--- config.mk ---
export PLATFORM = sky130hd
export DESIGN_NAME = softmax_cross_entropy_loss
export DESIGN_NICKNAME = d
export VERILOG_FILES = /design/src/rtl/core/sce_pkg.sv /design/src/rtl/core/sce_log.sv /design/src/rtl/core/sce_div.sv /design/src/rtl/core/softmax_cross_entropy_loss.sv
export VERILOG_INCLUDE_DIRS = /design/src /design/src/rtl/core
export SDC_FILE = /design/constraint.sdc
export NUM_CORES = 2
export LEC_CHECK = 0
export ABC_CLOCK_PERIOD_IN_PS = 32700
export BUFFER_PORTS_ARGS = -buffer_cell sky130_fd_sc_hd__buf_2
export CORE_ASPECT_RATIO = 1.1
export CORE_MARGIN = 1
export CORE_UTILIZATION = 45
export DETAILED_ROUTE_END_ITERATION = 6
export PLACE_DENSITY = 0.62
export REMOVE_ABC_BUFFERS = 1
export SYNTH_ARGS = -nofsm -noshare
export SYNTH_HDL_FRONTEND = slang
export SYNTH_SLANG_ARGS = --single-unit
--- constraint.sdc ---
create_clock -name clk_i -period 32.7 [get_ports clk_i]
set_input_delay 3.27 -clock clk_i [delete_from_list [all_inputs] [get_ports clk_i]]
set_output_delay 3.27 -clock clk_i [all_outputs]
set_load 0.02 [all_outputs]
--- src/rtl/core/softmax_cross_entropy_loss_assert.svh ---
// ----------------------------------------------------------------------------
// Assertion macros for the softmax cross-entropy loss block
// Implication checks on the rising edge of clk_i, disabled while in reset.
// ----------------------------------------------------------------------------
`ifndef SOFTMAX_CROSS_ENTROPY_LOSS_ASSERT_SVH
`define SOFTMAX_CROSS_ENTROPY_LOSS_ASSERT_SVH

`ifndef SYNTHESIS
// same-cycle implication
`define SCE_ASSERT_IMP(lbl, ante, cons) \
  lbl: assert property (@(posedge clk_i) disable iff (!rst_ni) (ante) |-> (cons)) \
    else $error("sce assertion failed");
// next-cycle implication
`define SCE_ASSERT_NXT(lbl, ante, cons) \
  lbl: assert property (@(posedge clk_i) disable iff (!rst_ni) (ante) |=> (cons)) \
    else $error("sce assertion failed");
`else
`define SCE_ASSERT_IMP(lbl, ante, cons)
`define SCE_ASSERT_NXT(lbl, ante, cons)
`endif

`endif

--- src/rtl/core/sce_pkg.sv ---
// ----------------------------------------------------------------------------
// sce_pkg
// Widths, constants and register codes of the softmax cross-entropy loss block.
// ----------------------------------------------------------------------------
package sce_pkg;

  localparam int MAX_CLASSES   = 1024;
  localparam int CI_W          = $clog2(MAX_CLASSES) + 1;

  localparam int PROB_W        = 17;
  localparam int LABEL_W       = 11;
  localparam int LOSS_W        = 32;
  localparam int CNT_W         = 21;
  localparam int SUM_W         = 40;
  localparam int TERM_W        = 20;
  localparam int NORM_W        = 22;
  localparam int DVD_W         = SUM_W + 1;

  localparam int LOG_FRAC_BITS = 20;
  localparam int SH_W          = 5;
  localparam int LG_W          = SH_W + LOG_FRAC_BITS;
  localparam int PROD_W        = LG_W + 32;

  localparam logic [PROB_W-1:0] ONE_Q16   = PROB_W'(65536);
  localparam logic [31:0]       LN2_Q32   = 32'd2977044472;
  localparam logic [CNT_W-1:0]  COUNT_MAX = {CNT_W{1'b1}};
  localparam logic [SUM_W-1:0]  SUM_MAX   = {SUM_W{1'b1}};

  // configuration port
  localparam int CFG_IDX_W  = 3;
  localparam int CFG_DATA_W = 11;

  localparam logic [CFG_IDX_W-1:0] CFG_NORM_MODE     = 3'd0;
  localparam logic [CFG_IDX_W-1:0] CFG_IGNORE_ENABLE = 3'd1;
  localparam logic [CFG_IDX_W-1:0] CFG_IGNORE_LABEL  = 3'd2;
  localparam logic [CFG_IDX_W-1:0] CFG_BATCH_COUNT   = 3'd3;
  localparam logic [CFG_IDX_W-1:0] CFG_SPATIAL_COUNT = 3'd4;

  // normalizer modes
  localparam logic [1:0] NORM_FULL  = 2'd0;
  localparam logic [1:0] NORM_VALID = 2'd1;
  localparam logic [1:0] NORM_BATCH = 2'd2;
  localparam logic [1:0] NORM_NONE  = 2'd3;

endpackage

--- src/rtl/core/sce_log.sv ---
// ----------------------------------------------------------------------------
// sce_log
// Iterative -ln(q/65536) in Q4.16: one squaring a cycle for the log2 fraction,
// then a scale by ln2 and a rounding step.
// ----------------------------------------------------------------------------
module sce_log (
  input  logic                        clk_i,
  input  logic                        rst_ni,
  input  logic                        start_i,
  input  logic [sce_pkg::PROB_W-1:0]  q_i,
  output logic                        done_o,
  output logic [sce_pkg::TERM_W-1:0]  nlog_o
);
  import sce_pkg::*;

  typedef enum logic [2:0] {L_IDLE, L_SQR, L_LG, L_MUL, L_RND} state_e;

  localparam int CNT_LW = $clog2(LOG_FRAC_BITS);
  localparam logic [PROD_W:0] RND_HALF = (PROD_W+1)'(1) << 35;

  state_e                    state_q, state_d;
  logic [PROB_W-1:0]         m_q, m_d;
  logic [SH_W-1:0]           sh_q, sh_d;
  logic [LOG_FRAC_BITS-1:0]  frac_q, frac_d;
  logic [CNT_LW-1:0]         cnt_q, cnt_d;
  logic [LG_W-1:0]           lg_q, lg_d;
  logic [PROD_W-1:0]         prod_q, prod_d;
  logic                      done_q, done_d;
  logic [TERM_W-1:0]         res_q, res_d;

  logic [2*PROB_W-1:0]       sq;
  logic [PROB_W:0]           sq_hi;
  logic [PROD_W:0]           rsum;
  logic [SH_W-1:0]           lz;

  // count leading zeros of the 17-bit probability
  function automatic logic [SH_W-1:0] lzc(input logic [PROB_W-1:0] v);
    logic [SH_W-1:0] n;
    logic            found;
    n     = '0;
    found = 1'b0;
    for (int i = PROB_W - 1; i >= 0; i--) begin
      if (!found) begin
        if (v[i]) found = 1'b1;
        else      n = n + SH_W'(1);
      end
    end
    return n;
  endfunction

  assign lz    = lzc(q_i);
  assign sq    = (2*PROB_W)'(m_q) * (2*PROB_W)'(m_q);
  assign sq_hi = sq[2*PROB_W-1:16];
  assign rsum  = (PROD_W+1)'(prod_q) + RND_HALF;

  always_comb begin
    state_d = state_q;
    m_d     = m_q;
    sh_d    = sh_q;
    frac_d  = frac_q;
    cnt_d   = cnt_q;
    lg_d    = lg_q;
    prod_d  = prod_q;
    done_d  = 1'b0;
    res_d   = res_q;
    case (state_q)
      L_IDLE: begin
        if (start_i) begin
          m_d     = q_i << lz;
          sh_d    = lz;
          frac_d  = '0;
          cnt_d   = '0;
          state_d = L_SQR;
        end
      end
      L_SQR: begin
        // a square at or above 2.0 yields a one bit and is halved
        if (sq_hi[PROB_W]) begin
          m_d    = sq_hi[PROB_W:1];
          frac_d = {frac_q[LOG_FRAC_BITS-2:0], 1'b1};
        end else begin
          m_d    = sq_hi[PROB_W-1:0];
          frac_d = {frac_q[LOG_FRAC_BITS-2:0], 1'b0};
        end
        cnt_d = cnt_q + CNT_LW'(1);
        if (cnt_q == CNT_LW'(LOG_FRAC_BITS - 1)) state_d = L_LG;
      end
      L_LG: begin
        lg_d    = {sh_q, {LOG_FRAC_BITS{1'b0}}} - LG_W'(frac_q);
        state_d = L_MUL;
      end
      L_MUL: begin
        prod_d  = PROD_W'(lg_q) * PROD_W'(LN2_Q32);
        state_d = L_RND;
      end
      L_RND: begin
        res_d   = rsum[36+TERM_W-1:36];
        done_d  = 1'b1;
        state_d = L_IDLE;
      end
      default: state_d = L_IDLE;
    endcase
  end

  always_ff @(posedge clk_i or negedge rst_ni) begin
    if (!rst_ni) begin
      state_q <= L_IDLE;
      cnt_q   <= '0;
      done_q  <= 1'b0;
    end else begin
      state_q <= state_d;
      cnt_q   <= cnt_d;
      done_q  <= done_d;
    end
  end

  always_ff @(posedge clk_i) begin
    m_q    <= m_d;
    sh_q   <= sh_d;
    frac_q <= frac_d;
    lg_q   <= lg_d;
    prod_q <= prod_d;
    res_q  <= res_d;
  end

  assign done_o = done_q;
  assign nlog_o = res_q;

endmodule

--- src/rtl/core/sce_div.sv ---
// ----------------------------------------------------------------------------
// sce_div
// Restoring divider, one quotient bit a cycle; quotient saturates to 32 bits.
// ----------------------------------------------------------------------------
module sce_div (
  input  logic                        clk_i,
  input  logic                        rst_ni,
  input  logic                        start_i,
  input  logic [sce_pkg::DVD_W-1:0]   dividend_i,
  input  logic [sce_pkg::NORM_W-1:0]  divisor_i,
  output logic                        done_o,
  output logic [sce_pkg::LOSS_W-1:0]  quo_o
);
  import sce_pkg::*;

  localparam int STEP_W = $clog2(DVD_W);

  logic                busy_q, busy_d;
  logic                done_q, done_d;
  logic [STEP_W-1:0]   cnt_q, cnt_d;
  logic [DVD_W-1:0]    dvd_q, dvd_d;
  logic [NORM_W-1:0]   rem_q, rem_d;
  logic [NORM_W-1:0]   dsr_q, dsr_d;
  logic [LOSS_W-1:0]   quo_q, quo_d;

  logic [NORM_W:0]     rem_sh;
  logic [NORM_W:0]     diff;
  logic                ge;

  assign rem_sh = {rem_q, dvd_q[DVD_W-1]};
  assign ge     = rem_sh >= {1'b0, dsr_q};
  assign diff   = rem_sh - {1'b0, dsr_q};

  always_comb begin
    busy_d = busy_q;
    done_d = 1'b0;
    cnt_d  = cnt_q;
    dvd_d  = dvd_q;
    rem_d  = rem_q;
    dsr_d  = dsr_q;
    quo_d  = quo_q;
    if (!busy_q) begin
      if (start_i) begin
        busy_d = 1'b1;
        cnt_d  = '0;
        dvd_d  = dividend_i;
        rem_d  = '0;
        dsr_d  = divisor_i;
      end
    end else begin
      // quotient bits shift in where dividend bits leave
      dvd_d = {dvd_q[DVD_W-2:0], ge};
      rem_d = ge ? diff[NORM_W-1:0] : rem_sh[NORM_W-1:0];
      cnt_d = cnt_q + STEP_W'(1);
      if (cnt_q == STEP_W'(DVD_W - 1)) begin
        busy_d = 1'b0;
        done_d = 1'b1;
        quo_d  = (dvd_d[DVD_W-1:LOSS_W] != '0) ? {LOSS_W{1'b1}} : dvd_d[LOSS_W-1:0];
      end
    end
  end

  always_ff @(posedge clk_i or negedge rst_ni) begin
    if (!rst_ni) begin
      busy_q <= 1'b0;
      done_q <= 1'b0;
      cnt_q  <= '0;
    end else begin
      busy_q <= busy_d;
      done_q <= done_d;
      cnt_q  <= cnt_d;
    end
  end

  always_ff @(posedge clk_i) begin
    dvd_q <= dvd_d;
    rem_q <= rem_d;
    dsr_q <= dsr_d;
    quo_q <= quo_d;
  end

  assign done_o = done_q;
  assign quo_o  = quo_q;

endmodule

--- src/rtl/core/softmax_cross_entropy_loss.sv ---
// ----------------------------------------------------------------------------
// softmax_cross_entropy_loss
// Forward cross-entropy loss over streamed softmax probabilities.
// ----------------------------------------------------------------------------
// Input channel (in_valid_i / in_stall_o): one probability per item, in class
// order, with the position's label; last_class_i closes a position and
// last_of_batch_i closes the batch. Output channel (out_valid_o /
// out_stall_i): one item per batch with the normalized loss (Q16.16), the
// count of positions taken and a bad label flag.
// Stalls: an item that does not close a position never stalls the input.
// An item that closes a counted position stalls the input while the log unit
// runs 20 squaring steps, the log2 assembly, the scale and the round. An item
// that ends the batch stalls it further for the normalizer, the divider
// start, 41 steps of the one-bit-a-cycle divider and the output register load.
// The output register holds its item while out_stall_i is high; the block
// keeps taking items of the next batch meanwhile and is held up by it only
// when a new result finds the output register still full.
// Reset clears all accumulation state and loads the register defaults
// (normalizer by valid count, ignore off, ignore label -1, counts of one).
// Configuration writes are taken at any edge with cfg_we_i high.
// ----------------------------------------------------------------------------
module softmax_cross_entropy_loss (
  input  logic                            clk_i,
  input  logic                            rst_ni,
  input  logic                            cfg_we_i,
  input  logic [sce_pkg::CFG_IDX_W-1:0]   cfg_idx_i,
  input  logic [sce_pkg::CFG_DATA_W-1:0]  cfg_wdata_i,
  input  logic                            in_valid_i,
  output logic                            in_stall_o,
  input  logic [sce_pkg::PROB_W-1:0]      prob_i,
  input  logic signed [sce_pkg::LABEL_W-1:0] label_i,
  input  logic                            last_class_i,
  input  logic                            last_of_batch_i,
  output logic                            out_valid_o,
  input  logic                            out_stall_i,
  output logic [sce_pkg::LOSS_W-1:0]      loss_o,
  output logic [sce_pkg::CNT_W-1:0]       pos_count_o,
  output logic                            bad_label_o
);
  import sce_pkg::*;

  typedef enum logic [2:0] {S_IDLE, S_LOG, S_NORM, S_DSTART, S_DIV, S_OUT} state_e;

  // configuration registers
  logic [1:0]          norm_mode_q;
  logic                ignore_en_q;
  logic [LABEL_W-1:0]  ignore_label_q;
  logic [CFG_DATA_W-1:0] batch_count_q;
  logic [CFG_DATA_W-1:0] spatial_count_q;

  always_ff @(posedge clk_i or negedge rst_ni) begin
    if (!rst_ni) begin
      norm_mode_q     <= NORM_VALID;
      ignore_en_q     <= 1'b0;
      ignore_label_q  <= {LABEL_W{1'b1}};
      batch_count_q   <= CFG_DATA_W'(1);
      spatial_count_q <= CFG_DATA_W'(1);
    end else if (cfg_we_i) begin
      case (cfg_idx_i)
        CFG_NORM_MODE:     norm_mode_q     <= cfg_wdata_i[1:0];
        CFG_IGNORE_ENABLE: ignore_en_q     <= cfg_wdata_i[0];
        CFG_IGNORE_LABEL:  ignore_label_q  <= cfg_wdata_i[LABEL_W-1:0];
        CFG_BATCH_COUNT:   batch_count_q   <= cfg_wdata_i;
        CFG_SPATIAL_COUNT: spatial_count_q <= cfg_wdata_i;
        default: ;
      endcase
    end
  end

  state_e              state_q, state_d;
  logic [CI_W-1:0]     ci_q, ci_d;
  logic [PROB_W-1:0]   picked_q, picked_d;
  logic                matched_q, matched_d;
  logic [SUM_W-1:0]    sum_q, sum_d;
  logic [CNT_W-1:0]    counted_q, counted_d;
  logic                lerr_q, lerr_d;
  logic                batch_end_q, batch_end_d;
  logic [NORM_W-1:0]   norm_q, norm_d;
  logic                out_valid_q, out_valid_d;
  logic [LOSS_W-1:0]   loss_q, loss_d;
  logic [CNT_W-1:0]    vcnt_q, vcnt_d;
  logic                bad_q, bad_d;

  logic                accept;
  logic                close;
  logic                skip;
  logic                hit;
  logic [PROB_W-1:0]   p_sat;
  logic [PROB_W-1:0]   picked_eff;
  logic                matched_eff;
  logic                log_start;
  logic [PROB_W-1:0]   log_arg;
  logic                log_done;
  logic [TERM_W-1:0]   log_res;
  logic [SUM_W:0]      sum_add;
  logic                div_start;
  logic [DVD_W-1:0]    dividend;
  logic                div_done;
  logic [LOSS_W-1:0]   div_quo;
  logic [NORM_W-1:0]   norm_sel;

  assign in_stall_o = (state_q != S_IDLE);
  assign accept     = in_valid_i && !in_stall_o;
  assign close      = last_class_i || last_of_batch_i;
  assign skip       = ignore_en_q && (label_i == ignore_label_q);
  assign p_sat      = (prob_i > ONE_Q16) ? ONE_Q16 : prob_i;

  // class index still in range and equal to a non-negative label
  assign hit = !ci_q[CI_W-1] && !label_i[LABEL_W-1] &&
               (ci_q[CI_W-2:0] == label_i[LABEL_W-2:0]);

  assign picked_eff  = hit ? p_sat : picked_q;
  assign matched_eff = hit || matched_q;

  assign log_start = accept && close && !skip;
  assign log_arg   = (!matched_eff || picked_eff == '0) ? PROB_W'(1) : picked_eff;

  assign sum_add   = (SUM_W+1)'(sum_q) + (SUM_W+1)'(log_res);

  assign div_start = (state_q == S_DSTART);
  assign dividend  = (DVD_W)'(sum_q) + (DVD_W)'(norm_q >> 1);

  always_comb begin
    case (norm_mode_q)
      NORM_FULL:  norm_sel = NORM_W'(batch_count_q) * NORM_W'(spatial_count_q);
      NORM_VALID: norm_sel = NORM_W'(counted_q);
      NORM_BATCH: norm_sel = NORM_W'(batch_count_q);
      default:    norm_sel = NORM_W'(1);
    endcase
  end

  sce_log u_log (
    .clk_i   (clk_i),
    .rst_ni  (rst_ni),
    .start_i (log_start),
    .q_i     (log_arg),
    .done_o  (log_done),
    .nlog_o  (log_res)
  );

  sce_div u_div (
    .clk_i      (clk_i),
    .rst_ni     (rst_ni),
    .start_i    (div_start),
    .dividend_i (dividend),
    .divisor_i  (norm_q),
    .done_o     (div_done),
    .quo_o      (div_quo)
  );

  always_comb begin
    state_d     = state_q;
    ci_d        = ci_q;
    picked_d    = picked_q;
    matched_d   = matched_q;
    sum_d       = sum_q;
    counted_d   = counted_q;
    lerr_d      = lerr_q;
    batch_end_d = batch_end_q;
    norm_d      = norm_q;
    out_valid_d = out_valid_q && out_stall_i;
    loss_d      = loss_q;
    vcnt_d      = vcnt_q;
    bad_d       = bad_q;
    case (state_q)
      S_IDLE: begin
        if (accept) begin
          if (!close) begin
            picked_d  = picked_eff;
            matched_d = matched_eff;
            if (!ci_q[CI_W-1]) ci_d = ci_q + CI_W'(1);
          end else begin
            ci_d        = '0;
            picked_d    = '0;
            matched_d   = 1'b0;
            batch_end_d = last_of_batch_i;
            if (!skip) begin
              if (!matched_eff) lerr_d = 1'b1;
              if (counted_q != COUNT_MAX) counted_d = counted_q + CNT_W'(1);
              state_d = S_LOG;
            end else if (last_of_batch_i) begin
              state_d = S_NORM;
            end
          end
        end
      end
      S_LOG: begin
        if (log_done) begin
          sum_d   = sum_add[SUM_W] ? SUM_MAX : sum_add[SUM_W-1:0];
          state_d = batch_end_q ? S_NORM : S_IDLE;
        end
      end
      S_NORM: begin
        norm_d  = (norm_sel == '0) ? NORM_W'(1) : norm_sel;
        state_d = S_DSTART;
      end
      S_DSTART: state_d = S_DIV;
      S_DIV: begin
        if (div_done) state_d = S_OUT;
      end
      S_OUT: begin
        // load when the output register is free or being drained
        if (!out_valid_q || !out_stall_i) begin
          out_valid_d = 1'b1;
          loss_d      = div_quo;
          vcnt_d      = counted_q;
          bad_d       = lerr_q;
          sum_d       = '0;
          counted_d   = '0;
          lerr_d      = 1'b0;
          batch_end_d = 1'b0;
          state_d     = S_IDLE;
        end
      end
      default: state_d = S_IDLE;
    endcase
  end

  always_ff @(posedge clk_i or negedge rst_ni) begin
    if (!rst_ni) begin
      state_q     <= S_IDLE;
      ci_q        <= '0;
      picked_q    <= '0;
      matched_q   <= 1'b0;
      sum_q       <= '0;
      counted_q   <= '0;
      lerr_q      <= 1'b0;
      batch_end_q <= 1'b0;
      out_valid_q <= 1'b0;
    end else begin
      state_q     <= state_d;
      ci_q        <= ci_d;
      picked_q    <= picked_d;
      matched_q   <= matched_d;
      sum_q       <= sum_d;
      counted_q   <= counted_d;
      lerr_q      <= lerr_d;
      batch_end_q <= batch_end_d;
      out_valid_q <= out_valid_d;
    end
  end

  always_ff @(posedge clk_i) begin
    norm_q <= norm_d;
    loss_q <= loss_d;
    vcnt_q <= vcnt_d;
    bad_q  <= bad_d;
  end

  assign out_valid_o = out_valid_q;
  assign loss_o      = loss_q;
  assign pos_count_o = vcnt_q;
  assign bad_label_o = bad_q;

`include "softmax_cross_entropy_loss_assert.svh"

  `SCE_ASSERT_IMP(a_log_done_in_log, log_done, state_q == S_LOG)
  `SCE_ASSERT_IMP(a_div_done_in_div, div_done, state_q == S_DIV)
  `SCE_ASSERT_IMP(a_out_from_load, $rose(out_valid_q), $past(state_q) == S_OUT)
  `SCE_ASSERT_IMP(a_ci_bounded, 1'b1, ci_q <= CI_W'(MAX_CLASSES))
  `SCE_ASSERT_NXT(a_close_stalls, log_start, in_stall_o)

endmodule

==> run summary <==
hold-fix buffers at CTS: 0
post-synthesis simple-gate area fraction: 11.8%
CP max FO: 21
Yosys warning count: 0
fin cells: 6095
FF-to-FF path depth: 55
Final period util: 46.9%
total routed wirelength: 110 mm
Final setup viols: 0
cell area after layout: 50800 µm²
CTS Sinks: 450
area post-placement: 49100 µm²
Fin Setup TNS: 0 ns
crit path launch type: input pin
GP Congestion: 0.912
Top FF cell, synth: edfxtp_1
CP startpoint: label_i[4]
status: complete, no violations
Core Footprint: 104000 µm²
asr flop ratio synth: 33.1%
Crit path largest cell delay: 0.75 ns
final max-slew violation count: 0
clk_lat worst skew: 0.62 ns
xor/xnor cell area share of the yosys netlist: 4.23%
Area growth, synth to finish: 7.86%
Slew headroom: 25.9%
clk root buf: clkbuf_16
initial antenna violation count: 10
WL/cell: 18.0 µm
placed instance count: 6000
Worst R2R End: u_log.m_q[16]
initial core utilization: 45.3%
Mapped Cells: 4610
post-synthesis sequential area ratio: 27.2%
ratio of cells with drive above 1 in the final layout: 8.28%
final hold vios: 0
Synth cell types: 103
GRT overflow: 0
first-pass GRT wire length: 179 mm
pre-CTS WS: 16.88 ns
nets: 5778
mux contribution to synthesized area: 3.06%
Post-CTS Setup Inserts: 0
DPL Wire Length: 89.0 mm
Commonest cells post-synth: inv_1 (821), fa_1 (538), ha_1 (524), nand2_1 (346), edfxtp_1 (301)
Worst VDD drop: 0.0753 mV
critical path's slowest cell: mux2i_1
critical register-to-register path startpoint: ci_q[4]
Setup CP Type: in -> reg
Clk pin slew, worst setup/hold paths: 0.06 ns
vias in the first global route: 33574
Tightest Pin Transition: 1.10 ns
most used cell, CP: ha_1
Synth top area share: 22.9%
IO Port Bufs: 104
RSZ-0062 raised after global routing: false
largest family of logic cells by synthesized area: adder cells
WP data required: 33.06 ns
I/O pin count: 105
Crit. End Element: flip-flop
CTS Buf Count: 51
Row Count: 124
hold crit path type: reg -> reg
Multi-input gate area: 30700 µm²
EDFF count, synth: 301
MaxCap Viol Count: 0
final worst clock skew: 0.0199 ns
Worst Setup EP: u_log.m_q[16]
syn avg cell area: 10.2 µm²
top-count cell post-synth: inv_1
post-cts repair resize count: 0
Leak: 23.2 nW
Post-DRT Antenna Nets: 0
Worst R2R Setup Slack: 19.69 ns
Detailed Routing Iterations Pass 1: 6
Post-Synth Adder-Cell Area: 36.9%
register area: 12800 µm²
top post-synthesis cells by area: fa_1 (23%), edfxtp_1 (19%), ha_1 (14%)
largest net degree at the start of global routing: 91
post-route setup slack: 17.36 ns
post-synthesis compound-gate area fraction: 9.14%
leading area contributor after synthesis: fa_1
vias per cell: 5.33
post-synthesis register bit count: 450
mapped cell area: 47100 µm²
TritonCTS clock tree: yes
H-tree depth: 2
full die area: 106000 µm²
DR iter-0 viols: 1976
Die W: 310 µm
Tmin final: 15.35 ns
crit path DAT: 15.70 ns
Max clock buf depth: 3
Chip Height: 341 µm
Max Fclk: 65.2 MHz
filler instances: 9502
total track usage: 21.3%
routed vias: 32461
DRC viols: 0
power density cells: 42.1 nW/µm²
## cell usage in the layout, fill, tap and decap left out, drive strengths merged, types with 135 or more instances in the layout
cell type / instances
and2: 148
edfxtp: 301
xnor2: 144
o21ai: 178
inv: 826
ha: 524
buf: 135
nand2: 346
a21oi: 148
fa: 538
dfrtp: 135
nor2: 238
## metrics by stage
stage          utilization (%)  hold slack (ns)  total power, mW
4_1_cts                   48.9            0.414             2.16
3_5_place_dp              47.3            0.405             1.57
6_report                  48.9            0.411             2.14
3_3_place_gp              47.3            0.400             1.56
5_1_grt                   48.9            0.414             2.31
2_1_floorplan                -            0.400             1.36
## flip-flops by register name, indices dropped and copies added (netlist names), 5 cells and up
signal	count
u_log.sh_q	5
norm_q	22
u_log.m_q	17
u_log.frac_q	20
u_div.dvd_q	41
picked_q	17
u_div.quo_o	32
counted_q	21
u_div.rem_q	22
u_log.lg_q	25
ignore_label_q	11
u_div.dsr_q	22
u_log.prod_q	21
u_log.cnt_q	5
u_log.nlog_o	20
pos_count_o	21
ci_q	11
batch_count_q	11
spatial_count_q	11
loss_o	32
u_div.cnt_q	6
sum_q	40
## cell type report
type	count	share of cell area [%]
Antenna cell	1	0.00493
Clock buffer	68	2.80
Clock inverter	26	0.525
Inverter	825	6.10
Multi-Input combinational cell	3204	60.5
Sequential cell	450	25.2
Tap cell	1386	3.42
Timing Repair Buffer	135	1.50
## worst min path at each step
stage | start | depth (start not counted) | slack (ns) | endpoint
2_1_floorplan | u_div.quo_o[0] | 0 | 0.40 | loss_o[0]
3_3_place_gp | u_div.quo_o[22] | 0 | 0.40 | loss_o[22]
3_5_place_dp | u_div.quo_o[22] | 0 | 0.41 | loss_o[22]
4_1_cts | u_div.quo_o[1] | 0 | 0.41 | loss_o[1]
5_1_grt | u_div.quo_o[1] | 0 | 0.41 | loss_o[1]
6_report | u_div.quo_o[1] | 0 | 0.41 | loss_o[1]
## per-layer routing
layer	vias to the layer above	GRT usage, %	share of wire (%)
met5	-	0	0
met1	16142	28.0	43
met3	168	1.79	3.7
met2	678	37.4	50
li1	15473	-	-
met4	0	5.86	2.7
## power breakdown
part	total, mW	switching [mW]	internal, mW
Sequential	0.665	0.0334	0.632
Combinational	0.898	0.502	0.397
Clock	0.576	0.244	0.332
## cells by family after synthesis
logic type | count (synthesis)
flip-flops | 450
adder cells (fa/ha/maj) | 1064
XOR/XNOR | 221
AND/OR/NAND/NOR | 1128
buffers and inverters | 956
AO/OA/AOI/OAI | 657
multiplexers | 134
## worst max-delay path, delay by kind of cell
family                     cells  cell delay, ns
adders and majority gates     13            3.94
muxes                         10            2.56
AOI/OAI and AO/OA             14            2.51
and+or+nand+nor               12            2.49
buffers and inverters          6            0.70
xor gates and xnor gates       1            0.23
Power figures use the tool's default switching activity.
